$ cat src/rtl/core/kprl_pkg.sv
package kprl_pkg;

   localparam int unsigned NowWidth   = 32;
   localparam int unsigned IvalWidth  = 16;
   localparam int unsigned CsrIdxWidth = 2;

   typedef enum logic [2:0] {
      KEY_NONE  = 3'd0,
      KEY_LEFT  = 3'd1,
      KEY_UP    = 3'd2,
      KEY_RIGHT = 3'd3,
      KEY_DOWN  = 3'd4,
      KEY_OK    = 3'd5,
      KEY_BACK  = 3'd6
   } key_event_type;

   typedef enum logic [CsrIdxWidth-1:0] {
      CSR_LONG_PRESS = 2'd0,
      CSR_REPEAT     = 2'd1
   } csr_index_type;

   localparam logic [IvalWidth-1:0] LongPressReset = 16'd1000;
   localparam logic [IvalWidth-1:0] RepeatReset    = 16'd200;

   // Captured poll handed to the decide stage.
   typedef struct packed {
      logic                valid;
      key_event_type       button;
      logic [NowWidth-1:0] now;
   } poll_type;

   function automatic key_event_type pick_button(input logic left, input logic up,
                                                 input logic right, input logic down,
                                                 input logic ok);
      key_event_type sel;
      if (left) begin
         sel = KEY_LEFT;
      end else if (up) begin
         sel = KEY_UP;
      end else if (right) begin
         sel = KEY_RIGHT;
      end else if (down) begin
         sel = KEY_DOWN;
      end else if (ok) begin
         sel = KEY_OK;
      end else begin
         sel = KEY_NONE;
      end
      return sel;
   endfunction

endpackage

$ cat src/rtl/core/kprl_capture.sv
module kprl_capture import kprl_pkg::*; (
   input  logic                clock,
   input  logic                reset,
   input  logic                req_valid,
   output logic                req_stall,
   input  logic                req_left_pressed,
   input  logic                req_up_pressed,
   input  logic                req_right_pressed,
   input  logic                req_down_pressed,
   input  logic                req_ok_pressed,
   input  logic [NowWidth-1:0] req_now_ms,
   input  logic                take,
   output poll_type            poll
);

   logic                valid_ff, valid_in;
   key_event_type       button_ff, button_in;
   logic [NowWidth-1:0] now_ff, now_in;

   assign req_stall = valid_ff && !take;

   always_comb begin
      valid_in  = valid_ff;
      button_in = button_ff;
      now_in    = now_ff;
      if (!req_stall) begin
         valid_in = req_valid;
      end
      if (req_valid && !req_stall) begin
         button_in = pick_button(req_left_pressed, req_up_pressed, req_right_pressed,
                                 req_down_pressed, req_ok_pressed);
         now_in    = req_now_ms;
      end
   end

   always_ff @(posedge clock) begin
      if (reset) begin
         valid_ff <= 1'b0;
      end else begin
         valid_ff <= valid_in;
      end
      button_ff <= button_in;
      now_ff    <= now_in;
   end

   assign poll.valid  = valid_ff;
   assign poll.button = button_ff;
   assign poll.now    = now_ff;

endmodule

$ cat src/rtl/core/kprl_decide.sv
module kprl_decide import kprl_pkg::*; (
   input  logic                   clock,
   input  logic                   reset,
   input  poll_type               poll,
   output logic                   take,
   input  logic                   csr_valid,
   output logic                   csr_ready,
   input  logic [CsrIdxWidth-1:0] csr_index,
   input  logic [IvalWidth-1:0]   csr_wdata,
   output logic                   rsp_valid,
   input  logic                   rsp_stall,
   output logic [2:0]             rsp_key_event
);

   logic [IvalWidth-1:0] long_press_ff, long_press_in;
   logic [IvalWidth-1:0] repeat_ff, repeat_in;
   key_event_type        held_ff, held_in;
   logic [NowWidth-1:0]  stamp_ff, stamp_in;
   logic                 fired_ff, fired_in;
   logic                 rsp_valid_ff, rsp_valid_in;
   key_event_type        event_ff, event_in, ev;
   logic [NowWidth-1:0]  elapsed;

   assign csr_ready = 1'b1;
   assign take      = poll.valid && (!rsp_valid_ff || !rsp_stall);
   assign elapsed   = poll.now - stamp_ff;

   always_comb begin
      long_press_in = long_press_ff;
      repeat_in     = repeat_ff;
      if (csr_valid) begin
         case (csr_index)
            CSR_LONG_PRESS: long_press_in = csr_wdata;
            CSR_REPEAT:     repeat_in     = csr_wdata;
            default: ;
         endcase
      end
   end

   always_comb begin
      ev       = KEY_NONE;
      held_in  = held_ff;
      stamp_in = stamp_ff;
      fired_in = fired_ff;
      if (poll.button == KEY_NONE) begin
         held_in  = KEY_NONE;
         fired_in = 1'b0;
         if (held_ff == KEY_OK && !fired_ff) begin
            ev = KEY_OK;
         end
      end else if (poll.button != held_ff) begin
         held_in  = poll.button;
         stamp_in = poll.now;
         fired_in = 1'b0;
         if (poll.button != KEY_OK) begin
            ev = poll.button;
         end
      end else if (poll.button == KEY_OK) begin
         if (!fired_ff && elapsed >= {{(NowWidth-IvalWidth){1'b0}}, long_press_ff}) begin
            fired_in = 1'b1;
            ev       = KEY_BACK;
         end
      end else if (elapsed >= {{(NowWidth-IvalWidth){1'b0}}, repeat_ff}) begin
         stamp_in = poll.now;
         ev       = poll.button;
      end

      event_in     = event_ff;
      rsp_valid_in = rsp_valid_ff;
      if (take) begin
         event_in     = ev;
         rsp_valid_in = 1'b1;
      end else if (!rsp_stall) begin
         rsp_valid_in = 1'b0;
      end
   end

   always_ff @(posedge clock) begin
      if (reset) begin
         long_press_ff <= LongPressReset;
         repeat_ff     <= RepeatReset;
         held_ff       <= KEY_NONE;
         stamp_ff      <= '0;
         fired_ff      <= 1'b0;
         rsp_valid_ff  <= 1'b0;
      end else begin
         long_press_ff <= long_press_in;
         repeat_ff     <= repeat_in;
         rsp_valid_ff  <= rsp_valid_in;
         if (take) begin
            held_ff  <= held_in;
            stamp_ff <= stamp_in;
            fired_ff <= fired_in;
         end
      end
      event_ff <= event_in;
   end

   assign rsp_valid     = rsp_valid_ff;
   assign rsp_key_event = event_ff;

   a_fired_only_on_ok: assert property (@(posedge clock) disable iff (reset)
      fired_ff |-> held_ff == KEY_OK)
      else $error("long-press flag set without ok held");

   a_back_sets_fired: assert property (@(posedge clock) disable iff (reset)
      (take && ev == KEY_BACK) |=> fired_ff && rsp_key_event == KEY_BACK)
      else $error("back reported without long-press flag");

   a_arrow_tracks_held: assert property (@(posedge clock) disable iff (reset)
      (take && (ev == KEY_LEFT || ev == KEY_UP || ev == KEY_RIGHT || ev == KEY_DOWN))
      |=> held_ff == $past(ev))
      else $error("arrow event does not match held button");

   a_no_take_while_full: assert property (@(posedge clock) disable iff (reset)
      (rsp_valid_ff && rsp_stall) |-> !take)
      else $error("result overwritten while stalled");

endmodule

$ cat src/rtl/core/keypad_repeat_long_press.sv
// Channel  Direction  Handshake                 Payload
// req      in         req_valid / req_stall     five pressed flags, req_now_ms
// rsp      out        rsp_valid / rsp_stall     rsp_key_event
// csr      in         csr_valid / csr_ready     csr_index, csr_wdata
//
// One poll per cycle while req_stall is low; a result is valid once its accepted poll
// has passed the input register, then the decide logic into the result register.
// Synchronous active-high reset restores intervals and clears the held state.
// rsp_stall holds the result; a further poll waits in the input register and
// req_stall rises only when both registers are full.
module keypad_repeat_long_press import kprl_pkg::*; (
   input  logic                   clock,
   input  logic                   reset,
   input  logic                   req_valid,
   output logic                   req_stall,
   input  logic                   req_left_pressed,
   input  logic                   req_up_pressed,
   input  logic                   req_right_pressed,
   input  logic                   req_down_pressed,
   input  logic                   req_ok_pressed,
   input  logic [NowWidth-1:0]    req_now_ms,
   output logic                   rsp_valid,
   input  logic                   rsp_stall,
   output logic [2:0]             rsp_key_event,
   input  logic                   csr_valid,
   output logic                   csr_ready,
   input  logic [CsrIdxWidth-1:0] csr_index,
   input  logic [IvalWidth-1:0]   csr_wdata
);

   poll_type poll;
   logic     take;

   kprl_capture u_capture (
      .clock             (clock),
      .reset             (reset),
      .req_valid         (req_valid),
      .req_stall         (req_stall),
      .req_left_pressed  (req_left_pressed),
      .req_up_pressed    (req_up_pressed),
      .req_right_pressed (req_right_pressed),
      .req_down_pressed  (req_down_pressed),
      .req_ok_pressed    (req_ok_pressed),
      .req_now_ms        (req_now_ms),
      .take              (take),
      .poll              (poll)
   );

   kprl_decide u_decide (
      .clock         (clock),
      .reset         (reset),
      .poll          (poll),
      .take          (take),
      .csr_valid     (csr_valid),
      .csr_ready     (csr_ready),
      .csr_index     (csr_index),
      .csr_wdata     (csr_wdata),
      .rsp_valid     (rsp_valid),
      .rsp_stall     (rsp_stall),
      .rsp_key_event (rsp_key_event)
   );

endmodule
$ cat config.mk
export PLATFORM = sky130hd
export DESIGN_NAME = keypad_repeat_long_press
export DESIGN_NICKNAME = d
export VERILOG_FILES = /design/src/rtl/core/kprl_pkg.sv /design/src/rtl/core/kprl_capture.sv /design/src/rtl/core/kprl_decide.sv /design/src/rtl/core/keypad_repeat_long_press.sv
export SDC_FILE = /design/constraint.sdc
export NUM_CORES = 1
export LEC_CHECK = 0
export ABC_AREA = 1
export BUFFER_PORTS_ARGS = -buffer_cell sky130_fd_sc_hd__buf_2
export CAP_MARGIN = 0
export CORE_ASPECT_RATIO = 0.7
export CORE_UTILIZATION = 50
export CTS_CLUSTER_DIAMETER = 80
export CTS_CLUSTER_SIZE = 28
export DETAILED_ROUTE_END_ITERATION = 12
export PLACE_DENSITY_LB_ADDON = 0.1
export SYNTH_ARGS = -nofsm -noshare
export SYNTH_HDL_FRONTEND = slang
export SYNTH_SLANG_ARGS = --single-unit
$ cat constraint.sdc
create_clock -name clock -period 5.4 [get_ports clock]
set_input_delay 0.81 -clock clock [delete_from_list [all_inputs] [get_ports clock]]
set_output_delay 0.81 -clock clock [all_outputs]
set_load 0.03 [all_outputs]
==> summary.txt <==
Synth
  – Area contributors post-synth: dfxtp_1 (19%), nand2_1 (15%), edfxtp_1 (15%), inv_1 (11%), ha_1 (11%)
  – YS warnings: 0
  – Sequential fraction of the synthesis area: between 30 and 40%
  – Yosys top cell area share: 18.7%
  – Synthesis-stage register bit count: 108
  – Syn Nets: roughly 1.2k
  – Largest area contributor in the netlist: dfxtp_1
  – Synth cell types: 35
  – Syn avg cell area: 6.79 um2
  – Synth Instances: 1101
  – Cell Area, Synth: approximately 0.0075 mm2

CTS
  – Total CTS buffers: 9
  – Worst-Skew Late Latency: 0.36 ns
  – Hold buffers post-CTS: 0
  – Reg clk slew, reported paths: 0.07 ns
  – Clock buffer depth: 2
  – # resized after CTS: 0
  – Clock root buffer: clkbuf_16
  – Number of post-CTS setup repair buffers: 0
  – CTS tree: built
  – Clock sink total: 108
  – H-tree levels: 3

Pwr
  – Leak: 4.29 nW
  – Power per standard cell area: 277 mW/mm2
  – VDD IR max: roughly 0.19 mV

Drt
  – DR iter-0 viols: 505
  – Final WL: 17700 um
  – WL/cell: about 13 um
  – # DRC: 0
  – Via count: 6596
  – Remaining antenna violation count: 0
  – Drt first pass iters: 5
  – Mean number of vias per cell: 4.89

Timing
  – Max-slew violation count: 0
  – Slew headroom: a little under a quarter
  – Worst clock skew: between 0.01 and 0.015 ns
  – Period utilization: a little over two thirds
  – Max frequency: 266 MHz
  – RSZ-0062 raised after global routing: false
  – Tmin final: 3.76 ns
  – Setup ws final: 1.64 ns
  – Tightest Pin Transition: 1.15 ns
  – Setup Total Neg Slack: 0 ns
  – Setup violators final: 0
  – Final hold vios: 0

Setup path
  – Worst setup path end: u_decide.stamp_ff[15]
  – Reg2reg setup slack: 1.64 ns
  – RR Startpoint: u_capture.now_ff[9]
  – Crit-path cells: ha_1 > nand2_1 > inv_2 > nand2_1 > nand2_1 > inv_1 > nand3_1 > xor2_1 > ha_1 > nand4_1 > a31o_2 > nand2_1 > a21oi_1 > nand3_2 > buf_4 > nand3_1 > nand2_1 > nor2_1
  – CP dominant cell by count: nand2_1
  – R2r worst-path depth: 18
  – Critical Path Fanout Max: 67
  – Crit path buf inv count: 3
  – Crit path launch: u_capture.now_ff[9]
  – Slowest cell delay on critical path: approximately 0.63 ns
  – Critical path class: flip-flop to flip-flop
  – WP data required: 5.65 ns
  – Crit path DAT: 4.01 ns
  – Element type at the critical path end: flip-flop
  – Cell depth of the worst setup path: 18
  – Top delay family on crit path: simple AND/OR/NAND/NOR gates
  – Startpoint Class: flip-flop
  – Reg2reg end: u_decide.stamp_ff[15]
  – CP max-delay cell: buf_4

Die
  – Die H: 104 um
  – Die footprint: ~0.015 mm2
  – Die width: 148 um
  – Ports: between 60 and 70
  – Core ar.: 0.0142 mm2
  – Initial Util: 52.5%
  – Rows: 36

GRT
  – First-pass GRT wire length: 29700 um
  – GRT Util Overall: 24.5%
  – Initial antenna violation count: 0
  – Pin count of the biggest net entering global routing: 69
  – Number of global-route vias before repair: 5908
  – Final global-route overflow total: 0

Min path
  – Worst hold path class: flip-flop to flip-flop

Job
  – Maxcap violations: 0

Placed design
  – Routability cong.: between 0.9 and 1
  – Buffers added on ports: 64
  – Pre-CTS setup slack: between 1.5 and 2 ns
  – HPWL Detailed: roughly 14000 um

Final layout
  – Final nets: ~1.3k
  – Area Overhead vs Synth: 9.87%
  – Ant diodes: 0
  – Layout cells sized above 1: 11.9%

Outcome
  – Outcome: complete, no violations
## flip-flops by register name, indices dropped and copies added (netlist names)
register,flops
u_decide.long_press_ff,16
u_decide.rsp_key_event,3
u_decide.rsp_valid,1
u_decide.fired_ff,1
u_decide.repeat_ff,16
u_capture.valid_ff,1
u_decide.held_ff,3
u_capture.button_ff,3
u_decide.stamp_ff,32
u_capture.now_ff,32
## where the power goes
part / switching, mW / total [mW] / internal, mW
registers: 0.0310 / 0.926 / 0.895
clock network: 0.326 / 0.650 / 0.324
logic: 0.445 / 0.701 / 0.256
total: 0.803 / 2.28 / 1.47
## worst reg2reg max path: cells and delay by family, from the launching register on
kind | cells | cell delay [ns]
buffers and inverters | 3 | 0.75
AOI/OAI and AO/OA | 2 | 0.29
DFF | 1 | 0.46
and+or+nand+nor | 10 | 1.14
adders and majority gates | 2 | 0.74
xor gates and xnor gates | 1 | 0.26
## worst min path at each step
stage / cells past startpoint / end / start
floorplan: 2 / u_decide.long_press_ff[15] / u_decide.long_press_ff[15]
global placement: 2 / u_decide.repeat_ff[2] / u_decide.repeat_ff[2]
detailed placement: 2 / u_decide.long_press_ff[13] / u_decide.long_press_ff[13]
CTS: 2 / u_decide.long_press_ff[13] / u_decide.long_press_ff[13]
global route: 2 / u_decide.long_press_ff[13] / u_decide.long_press_ff[13]
finish: 2 / u_decide.long_press_ff[11] / u_decide.long_press_ff[11]
## layout by cell type, fill, tap and decap left out, drive strengths merged, types with 2 or more instances in the layout
cell type | netlist | layout
nand2 | 311 | 311
inv | 235 | 240
nor2 | 100 | 100
a21oi | 95 | 95
dfxtp | 70 | 70
nand3 | 70 | 70
buf | 15 | 69
ha | 63 | 63
edfxtp | 38 | 38
o21ai | 31 | 31
xor2 | 16 | 16
nor3 | 11 | 11
o211ai | 10 | 10
clkbuf | 12 | 10
nand4 | 7 | 7
a21o | 3 | 3
a211oi | 3 | 3
xnor2 | 2 | 2
o21bai | 2 | 2
## routing by layer
layer	up-vias	share of wire, %	GRT usage [%]
li1	3537	-	-
met1	2852	56	40.2
met2	196	37	32.9
met3	11	6.2	3.46
met4	0	0.72	4.49
met5	-	0	0
## stage by stage
step                cells  power [mW]  area [um2]  utilization [%]  hold WS, ns
floorplan            1101        1.45        7480                -        0.435
global placement     1333        1.62        7930             55.7        0.453
detailed placement   1333        1.63        7930             55.7        0.455
CTS                  1349        2.28        8220             57.7        0.466
global route         1349        2.43        8220             57.7        0.494
finish               1349        2.28        8220             57.7        0.465
## cells by family (layout without fill, tap and decap cells)
family | count (synthesis) | after routing | synth area share (%)
and+or+nand+nor | 502 | 502 | 27.5
buffers and inverters | 262 | 320 | 13.7
AOI/OAI and AO/OA | 146 | 146 | 11.8
DFF | 108 | 108 | 34.0
adders and majority gates | 64 | 64 | 10.8
xor gates and xnor gates | 18 | 18 | 2.11
other | 1 | 1 | 0.0502
## layout make-up
class                      instances  area (um2)
inverter                         235         882
multi-input combinational        731        3910
clock buffer                      10         229
timing repair buffer              69         358
clock inverter                     6        53.8
sequential                       108        2540
tap                              190         238
fill                            1441        6020
## Yosys cell counts
| cell type | instances |
|---|---|
| buf_6 | 4 |
| buf_4 | 1 |
| nor2_2 | 5 |
| a21oi_2 | 28 |
| buf_2 | 4 |
| nand2_2 | 3 |
| and2_1 | 1 |
| buf_1 | 6 |
| a211oi_1 | 3 |
| a21oi_1 | 67 |
| inv_2 | 11 |
| ha_1 | 63 |
| nor3_1 | 10 |
| a21o_1 | 3 |
| nor4_1 | 1 |
| o211ai_1 | 10 |
| clkbuf_1 | 12 |
| o21ai_0 | 31 |
| nor2_1 | 95 |
| xor2_1 | 16 |
| nand3_1 | 66 |
| nand3_2 | 4 |
| dfxtp_1 | 70 |
| fa_1 | 1 |
| o21bai_1 | 2 |
| nand2_1 | 308 |
| a31oi_1 | 1 |
| nand4_1 | 7 |
| inv_1 | 224 |
| nand3b_1 | 1 |
| edfxtp_1 | 38 |
| a31o_2 | 1 |
| nor3_2 | 1 |
| xnor2_1 | 2 |
| conb_1 | 1 |
Note: power is estimated with default switching activity, not from simulation.
